### src/rtl/rcl_pkg.sv
package rcl_pkg;

    // Window length in bytes; it must hold the longest keyword.
    localparam int KEY_WINDOW = 12;
    localparam int NUM_KEYS   = 10;
    localparam int BYTE_W     = 8;
    localparam int KW_BITS    = KEY_WINDOW * BYTE_W;

    localparam logic [BYTE_W-1:0] NEWLINE   = 8'h0A;
    localparam logic [BYTE_W-1:0] ZERO_BYTE = 8'h00;

    // Response codes given for a line.
    typedef enum logic [3:0] {
        RC_OK           = 4'd0,
        RC_CONNECT      = 4'd1,
        RC_BUSY         = 4'd2,
        RC_ERROR        = 4'd3,
        RC_AT_ECHO      = 4'd4,
        RC_EMPTY        = 4'd5,
        RC_SEND_HOST    = 4'd6,
        RC_SEND_LINK    = 4'd7,
        RC_PROMPT       = 4'd8,
        RC_CLOSED       = 4'd9,
        RC_READ_SENSOR  = 4'd10,
        RC_UNKNOWN      = 4'd11
    } t_resp_code;

    // Window contents, element 0 is the newest byte.
    typedef logic [KEY_WINDOW-1:0][BYTE_W-1:0] t_window;

    // Control handed from the line logic to the window cells.
    typedef struct packed {
        logic shift;
        logic clear;
    } t_cell_ctl;

    // Keywords in priority order. A string literal keeps its last character
    // in the lowest byte, which lines up with the newest window byte.
    localparam logic [KW_BITS-1:0] KEY_TEXT [NUM_KEYS] = '{
        KW_BITS'("CONNECT"),
        KW_BITS'("OK"),
        KW_BITS'("ERROR"),
        KW_BITS'("busy"),
        KW_BITS'("AT"),
        KW_BITS'({"SEND_FROM", "_PC"}),
        KW_BITS'({"CIPSEND", "_PC"}),
        KW_BITS'(">"),
        KW_BITS'("CLOSED"),
        KW_BITS'({"READ_BME", "280"})
    };

    localparam int KEY_LEN [NUM_KEYS] = '{7, 2, 5, 4, 2, 12, 10, 1, 6, 11};

    localparam t_resp_code KEY_CODE [NUM_KEYS] = '{
        RC_CONNECT, RC_OK, RC_ERROR, RC_BUSY, RC_AT_ECHO,
        RC_SEND_HOST, RC_SEND_LINK, RC_PROMPT, RC_CLOSED, RC_READ_SENSOR
    };

    // The first found keyword in priority order gives the code.
    function automatic t_resp_code classify(logic [NUM_KEYS-1:0] found, logic nonempty);
        t_resp_code code;
        code = nonempty ? RC_UNKNOWN : RC_EMPTY;
        for (int k = NUM_KEYS - 1; k >= 0; k--) begin
            if (found[k]) begin
                code = KEY_CODE[k];
            end
        end
        return code;
    endfunction

endpackage

### src/rtl/rcl_cell.sv
module rcl_cell (
    input  logic                      i_clk,
    input  logic                      i_rst_n,
    input  rcl_pkg::t_cell_ctl        i_ctl,
    input  logic [rcl_pkg::BYTE_W-1:0] i_d,
    output logic [rcl_pkg::BYTE_W-1:0] o_q
);
    import rcl_pkg::*;

    logic [BYTE_W-1:0] r_byte;

    // One window byte: cleared at line start, loaded from i_d on a shift.
    always_ff @(posedge i_clk) begin
        if (!i_rst_n) begin
            r_byte <= ZERO_BYTE;
        end else if (i_ctl.clear) begin
            r_byte <= ZERO_BYTE;
        end else if (i_ctl.shift) begin
            r_byte <= i_d;
        end
    end

    assign o_q = r_byte;

endmodule

### src/rtl/rcl_match.sv
module rcl_match (
    input  rcl_pkg::t_window             i_win,
    output logic [rcl_pkg::NUM_KEYS-1:0] o_hit
);
    import rcl_pkg::*;

    // A keyword hits when it ends at the newest byte of the window.
    always_comb begin
        for (int k = 0; k < NUM_KEYS; k++) begin
            o_hit[k] = (KEY_LEN[k] <= KEY_WINDOW);
            for (int i = 0; i < KEY_WINDOW; i++) begin
                if (i < KEY_LEN[k] && i_win[i] != KEY_TEXT[k][i*BYTE_W +: BYTE_W]) begin
                    o_hit[k] = 1'b0;
                end
            end
        end
    end

endmodule

### src/rtl/at_response_line_classifier.sv
// Classifies the text lines of a modem receive buffer. Bytes enter one per
// word on the slave side, tlast marking the final byte of the buffer; one
// byte is taken every clock cycle while the output register is free or being
// emptied, and a result appears in the cycle after the byte that causes it.
// Each result word carries the response code in tdata[3:0] and, in tlast,
// whether it is the last line of the buffer. A result is given at every newline
// before a zero byte ends the text, and at buffer end for a non-empty open line.
// The recent line bytes sit in a row of window cells that shift by one per stored
// byte, and keyword hits against that window are kept as sticky flags per line.
module at_response_line_classifier (
    input  logic       i_clk,
    input  logic       i_rst_n,
    input  logic       i_s_tvalid,
    output logic       o_s_tready,
    input  logic [7:0] i_s_tdata,   // [7:0] rx_byte
    input  logic       i_s_tlast,   // buffer_end
    output logic       o_m_tvalid,
    input  logic       i_m_tready,
    output logic [7:0] o_m_tdata,   // [3:0] response_code, [7:4] zero
    output logic       o_m_tlast    // last_line
);
    import rcl_pkg::*;

    t_window               w_win;
    t_window               n_win;
    t_cell_ctl             w_ctl;
    logic [NUM_KEYS-1:0]   w_hit;

    logic [NUM_KEYS-1:0]   r_found, n_found;
    logic                  r_nonempty, n_nonempty;
    logic                  r_started, n_started;
    logic                  r_stopped, n_stopped;
    logic                  r_valid, n_valid;
    t_resp_code            r_code, n_code;
    logic                  r_last, n_last;

    logic                  w_acc, w_active, w_push, w_nl;
    logic [NUM_KEYS-1:0]   w_found_now;
    logic                  w_nonempty_now;

    // Input is taken whenever the output register is free or drains this cycle.
    assign o_s_tready = !r_valid || i_m_tready;
    assign w_acc      = i_s_tvalid && o_s_tready;
    assign w_active   = !r_stopped;
    assign w_nl       = w_acc && w_active && (i_s_tdata == NEWLINE);
    assign w_push     = w_acc && w_active && (i_s_tdata != ZERO_BYTE)
                        && (i_s_tdata != NEWLINE);

    // Window as it stands after a shift, for the keyword compare.
    always_comb begin
        n_win[0] = i_s_tdata;
        for (int i = 1; i < KEY_WINDOW; i++) begin
            n_win[i] = w_win[i-1];
        end
    end

    assign w_ctl.shift = w_push;
    assign w_ctl.clear = w_acc && (i_s_tlast || w_nl);

    // Row of window cells, each fed by its newer neighbor, the first by the input byte.
    for (genvar g = 0; g < KEY_WINDOW; g++) begin : g_cell
        rcl_cell u_cell (
            .i_clk   (i_clk),
            .i_rst_n (i_rst_n),
            .i_ctl   (w_ctl),
            .i_d     (n_win[g]),
            .o_q     (w_win[g])
        );
    end

    rcl_match u_match (
        .i_win (n_win),
        .o_hit (w_hit)
    );

    // Line state as seen after this byte, and the result it causes.
    always_comb begin
        w_found_now    = w_push ? (r_found | w_hit) : r_found;
        w_nonempty_now = w_push ? 1'b1 : r_nonempty;

        n_found    = r_found;
        n_nonempty = r_nonempty;
        n_started  = r_started;
        n_stopped  = r_stopped;
        n_valid    = r_valid && !i_m_tready;
        n_code     = r_code;
        n_last     = r_last;

        if (o_s_tready) begin
            n_valid = w_nl || (w_acc && i_s_tlast && w_nonempty_now);
            n_code  = classify(w_found_now, w_nonempty_now);
            n_last  = i_s_tlast;
        end

        if (w_acc) begin
            if (w_active) begin
                if (i_s_tdata == ZERO_BYTE) begin
                    n_stopped = r_started;
                end else begin
                    n_started = 1'b1;
                end
            end
            if (w_nl) begin
                n_found    = '0;
                n_nonempty = 1'b0;
            end else if (w_push) begin
                n_found    = w_found_now;
                n_nonempty = 1'b1;
            end
            if (i_s_tlast) begin
                n_found    = '0;
                n_nonempty = 1'b0;
                n_started  = 1'b0;
                n_stopped  = 1'b0;
            end
        end
    end

    // Control state.
    always_ff @(posedge i_clk) begin
        if (!i_rst_n) begin
            r_found    <= '0;
            r_nonempty <= 1'b0;
            r_started  <= 1'b0;
            r_stopped  <= 1'b0;
            r_valid    <= 1'b0;
        end else begin
            r_found    <= n_found;
            r_nonempty <= n_nonempty;
            r_started  <= n_started;
            r_stopped  <= n_stopped;
            r_valid    <= n_valid;
        end
    end

    // Output word payload.
    always_ff @(posedge i_clk) begin
        r_code <= n_code;
        r_last <= n_last;
    end

    assign o_m_tvalid = r_valid;
    assign o_m_tdata  = {4'b0000, r_code};
    assign o_m_tlast  = r_last;

endmodule

### config.mk
export PLATFORM = sky130hd
export DESIGN_NAME = at_response_line_classifier
export DESIGN_NICKNAME = d
export VERILOG_FILES = /design/src/rtl/rcl_pkg.sv /design/src/rtl/rcl_cell.sv /design/src/rtl/rcl_match.sv /design/src/rtl/at_response_line_classifier.sv
export SDC_FILE = /design/constraint.sdc
export NUM_CORES = 1
export LEC_CHECK = 0
export BUFFER_PORTS_ARGS = -buffer_cell sky130_fd_sc_hd__buf_2
export CAP_MARGIN = 10
export CORE_MARGIN = 8
export CORE_UTILIZATION = 25
export CTS_BUF_LIST = sky130_fd_sc_hd__clkbuf_16
export CTS_CLUSTER_SIZE = 14
export DETAILED_ROUTE_END_ITERATION = 7
export PLACE_DENSITY_LB_ADDON = 0.3
export SETUP_SLACK_MARGIN = 0.1
export SLEW_MARGIN = 20
export SYNTH_ARGS = -nofsm -noshare
export SYNTH_HDL_FRONTEND = slang
export SYNTH_SLANG_ARGS = --single-unit
export TNS_END_PERCENT = 5
### constraint.sdc
create_clock -name i_clk -period 6.6 [get_ports i_clk]
set_input_delay 0 -clock i_clk [delete_from_list [all_inputs] [get_ports i_clk]]
set_output_delay 0 -clock i_clk [all_outputs]
set_load 0.02 [all_outputs]
==> results.json <==
{
  "netlist.top_cell.by_area": "sky130_fd_sc_hd__dfxtp_1",
  "critPathMaxFanout": 63,
  "netlist_area_mm2": 0.00471,
  "fin_worst_hold_slack_ps": 10.3,
  "placement.setup.worst_slack_ps": 3450,
  "num-nets-final": 621,
  "die_area_mm2": 0.0235,
  "crit_path_start_kind": "register",
  "yosys.cell_types.count": 48,
  "timing.hold.worst.class": "in -> reg",
  "maxSlewViolCount": 0,
  "drt_first_iter_violations": 492,
  "final_antenna_net_count": 0,
  "clkLatencyLatePin_ps": 350,
  "grt_setup_unrepaired": "false",
  "r2r-start": "o_m_tvalid",
  "r2r-end": "r_code[2]",
  "cts_resized": 0,
  "hold_viol_final": 0,
  "fin_area_mm2": 0.00532,
  "worstSetupEndpointType": "register",
  "totalNegativeSetupSlack_ps": 0,
  "ff2ff_setup_slack_ps": 3440,
  "worst_slack_ps": 3440,
  "vdd_ir_drop_max_v": 0.000120,
  "timing.critical_path.required_ps": 6710,
  "num_rows": 50,
  "clockRootBuffer": "sky130_fd_sc_hd__clkbuf_16",
  "yosys_warnings": 0,
  "hold-path-endpoint": "g_cell[0].u_cell.o_q[0]",
  "cp_num_buf_inv": 1,
  "cts_buffers": 9,
  "hold_path_depth": 3,
  "path_cells": "nor2b_1 > nor2_1 > and2_2 > buf_4 > nor4_1 > a21oi_1 > or3b_1 > and2b_1",
  "num-fill-cells": 2004,
  "area_growth_syn_to_layout_pct": 12.8,
  "core_area_mm2": 0.0186,
  "crit_path_max_incr_delay_ps": 630,
  "num_vias": 4288,
  "critical_path_arrival_ps": 3260,
  "synth.avg_cell_area_um2": 7.83,
  "timing.hold.worst.start": "i_s_tdata[0]",
  "largest_net_degree_at_the_start_of_global_routing": 92,
  "htreeDepth": 3,
  "power.total_mw": 1.24,
  "grt_pass1_vias": 4022,
  "die-width_um": 153,
  "port_buffers": 19,
  "place.gp.congestion": 0.843,
  "cts.sinks": 107,
  "postSynthRegisterBits": 107,
  "die_h_um": 153,
  "clock_path_buffers": 2,
  "cts_tree": "yes",
  "synth-edff-count": 5,
  "clock-skew-final_ps": 6.21,
  "hpwlAfterDp_um": 9460,
  "synth_flop_cell": "sky130_fd_sc_hd__dfxtp_1",
  "postSynth.asyncResetShare_pct": 0,
  "post_synth_main_area_contributors": "sky130_fd_sc_hd__dfxtp_1 43%, sky130_fd_sc_hd__nand2_1 15%, sky130_fd_sc_hd__a21oi_1 9.9%",
  "antenna_cells": 0,
  "start_util_pct": 25.4,
  "synthCells": 602,
  "sequential_fraction_of_the_synthesis_area_pct": 46.5,
  "final_period_minus_worst_setup_slack_ps": 3160,
  "wire_per_inst_um": 16.3,
  "global_route_wire_length_before_repair_um": 22400,
  "maxClockFrequency_mhz": 317,
  "outcome": "finished clean",
  "total_leakage_power_nw": 1.62,
  "slew_headroom_pct": 30.9,
  "cp_top_family": "simple AND/OR/NAND/NOR gates",
  "max-cap-violations": 0,
  "number_of_placed_i_o_pins": 24,
  "critPathSlowestCell": "sky130_fd_sc_hd__buf_4",
  "final_min_period_over_clock_period_pct": 47.9,
  "detail_route.drc_violations": 0,
  "layout-drive-gt1-share_pct": 7.01,
  "ff2ff_path_depth": 8,
  "tightestPinTransition_ps": 1040,
  "initial_antenna_violation_count": 0,
  "place_area_mm2": 0.00498,
  "via_density_per_instance": 5.06,
  "clk_pin_slew_ps": 70,
  "yosys.area.top_type_share_pct": 43.3,
  "overall_global_routing_usage_pct": 11.7,
  "finalSetupViolCount": 0,
  "dr.pass1.iters": 5,
  "critical_path_class": "reg -> reg",
  "power_per_cell_area_mw_per_mm2": 233,
  "grt_overflow_total": 0,
  "detail_route.wirelength_um": 13800
}
layer usage:
metal	vias to the layer above	part of all wire [%]	GRT usage, %	wire length [um]
met5	-	0	0	0
met4	0	1.3	2.97	182
met3	19	6.3	2.71	867
met2	136	44	17.9	6080
met1	2030	48	16.2	6710
li1	2103	-	-	-
Yosys cell counts (4+ instances only):
| cell type | n |
|---|---|
| sky130_fd_sc_hd__nand4b_1 | 6 |
| sky130_fd_sc_hd__o21ai_0 | 6 |
| sky130_fd_sc_hd__nand3b_1 | 5 |
| sky130_fd_sc_hd__nor4_1 | 12 |
| sky130_fd_sc_hd__clkbuf_1 | 19 |
| sky130_fd_sc_hd__nor3_1 | 13 |
| sky130_fd_sc_hd__or4bb_1 | 4 |
| sky130_fd_sc_hd__nand2_1 | 192 |
| sky130_fd_sc_hd__and4b_1 | 4 |
| sky130_fd_sc_hd__a31oi_1 | 4 |
| sky130_fd_sc_hd__buf_1 | 12 |
| sky130_fd_sc_hd__nor2_1 | 20 |
| sky130_fd_sc_hd__dfxtp_1 | 102 |
| sky130_fd_sc_hd__nand4_1 | 11 |
| sky130_fd_sc_hd__and2_1 | 10 |
| sky130_fd_sc_hd__nor4b_1 | 12 |
| sky130_fd_sc_hd__and3_1 | 4 |
| sky130_fd_sc_hd__nor4bb_1 | 8 |
| sky130_fd_sc_hd__a21oi_1 | 93 |
| sky130_fd_sc_hd__edfxtp_1 | 5 |
| sky130_fd_sc_hd__nor2b_1 | 6 |
| sky130_fd_sc_hd__a22oi_1 | 4 |
| sky130_fd_sc_hd__buf_4 | 4 |
| sky130_fd_sc_hd__nand3_1 | 10 |
per-stage QoR:
step / util [%] / std cells
floorplan: - / 605
global placement: 26.8 / 823
detailed placement: 26.8 / 823
CTS: 28.6 / 847
global route: 28.6 / 847
finish: 28.6 / 847
logic make-up after synthesis:
group           Yosys count  synth area share [%]
compound gates          118                  13.9
simple gates            334                  35.7
other cells               1                0.0796
buf+inv                  41                  3.66
xor+xnor                  1                 0.186
flops                   107                  46.5
sequential cells by signal (all words and copies together), names as in the netlist:
name               flops
g_cell.u_cell.o_q     88
r_found               10
r_code                 4
o_m_tlast              1
o_m_tvalid             1
r_nonempty             1
r_started              1
r_stopped              1
cell type report:
| type | instances | area, um2 | share of cell area, % |
|---|---|---|---|
| Clock buffer | 9 | 225 | 4.23 |
| Clock inverter | 7 | 36.3 | 0.682 |
| Inverter | 3 | 11.3 | 0.212 |
| Multi-Input combinational cell | 457 | 2360 | 44.4 |
| Sequential cell | 107 | 2190 | 41.2 |
| Tap cell | 234 | 293 | 5.50 |
| Timing Repair Buffer | 30 | 198 | 3.72 |
cell usage in the layout (no fill, tap or decap), types with 5 or more instances in the layout:
cell	synthesis	final
sky130_fd_sc_hd__a21oi_1	93	93
sky130_fd_sc_hd__and2_1	10	9
sky130_fd_sc_hd__buf_2	3	19
sky130_fd_sc_hd__clkbuf_16	0	9
sky130_fd_sc_hd__dfxtp_1	102	102
sky130_fd_sc_hd__dlygate4sd3_1	0	8
sky130_fd_sc_hd__edfxtp_1	5	5
sky130_fd_sc_hd__inv_1	3	5
sky130_fd_sc_hd__nand2_1	192	191
sky130_fd_sc_hd__nand3_1	10	10
sky130_fd_sc_hd__nand3b_1	5	5
sky130_fd_sc_hd__nand4_1	11	11
sky130_fd_sc_hd__nand4b_1	6	6
sky130_fd_sc_hd__nor2_1	20	20
sky130_fd_sc_hd__nor2b_1	6	6
sky130_fd_sc_hd__nor3_1	13	13
sky130_fd_sc_hd__nor4_1	12	12
sky130_fd_sc_hd__nor4b_1	12	12
sky130_fd_sc_hd__nor4bb_1	8	8
sky130_fd_sc_hd__o21ai_0	6	6
tightest hold or removal path, delay by kind of cell:
| kind | cells | cell delay [ps] |
|---|---|---|
| buf+inv | 1 | 160 |
| simple gates | 1 | 80 |
| compound gates | 1 | 50 |
worst max path at each step:
stage / startpoint / end / cells after the start
global placement: o_m_tvalid / r_code[2] / 8
floorplan: g_cell[9].u_cell.o_q[1] / r_code[0] / 7
detailed placement: o_m_tvalid / r_code[2] / 8
global route: r_stopped / r_code[2] / 8
finish: o_m_tvalid / r_code[2] / 8
CTS: o_m_tvalid / r_code[2] / 8
where the power goes:
group          switching [mW]  total (mW)  internal, mW  leakage, nW
combinational          0.0625      0.0836        0.0211        0.621
sequential            0.00910       0.667         0.658        0.873
clock                   0.237       0.488         0.251        0.129
total                   0.309        1.24         0.930         1.62
what timing repair did:
action | CTS | global route
buffers inserted | 0 | 0
setup endpoints to repair | 0 | 0
endpoints found under the hold margin | 9 | 0
hold buffers | 8 | 0
(Power assumes the default switching activity.)
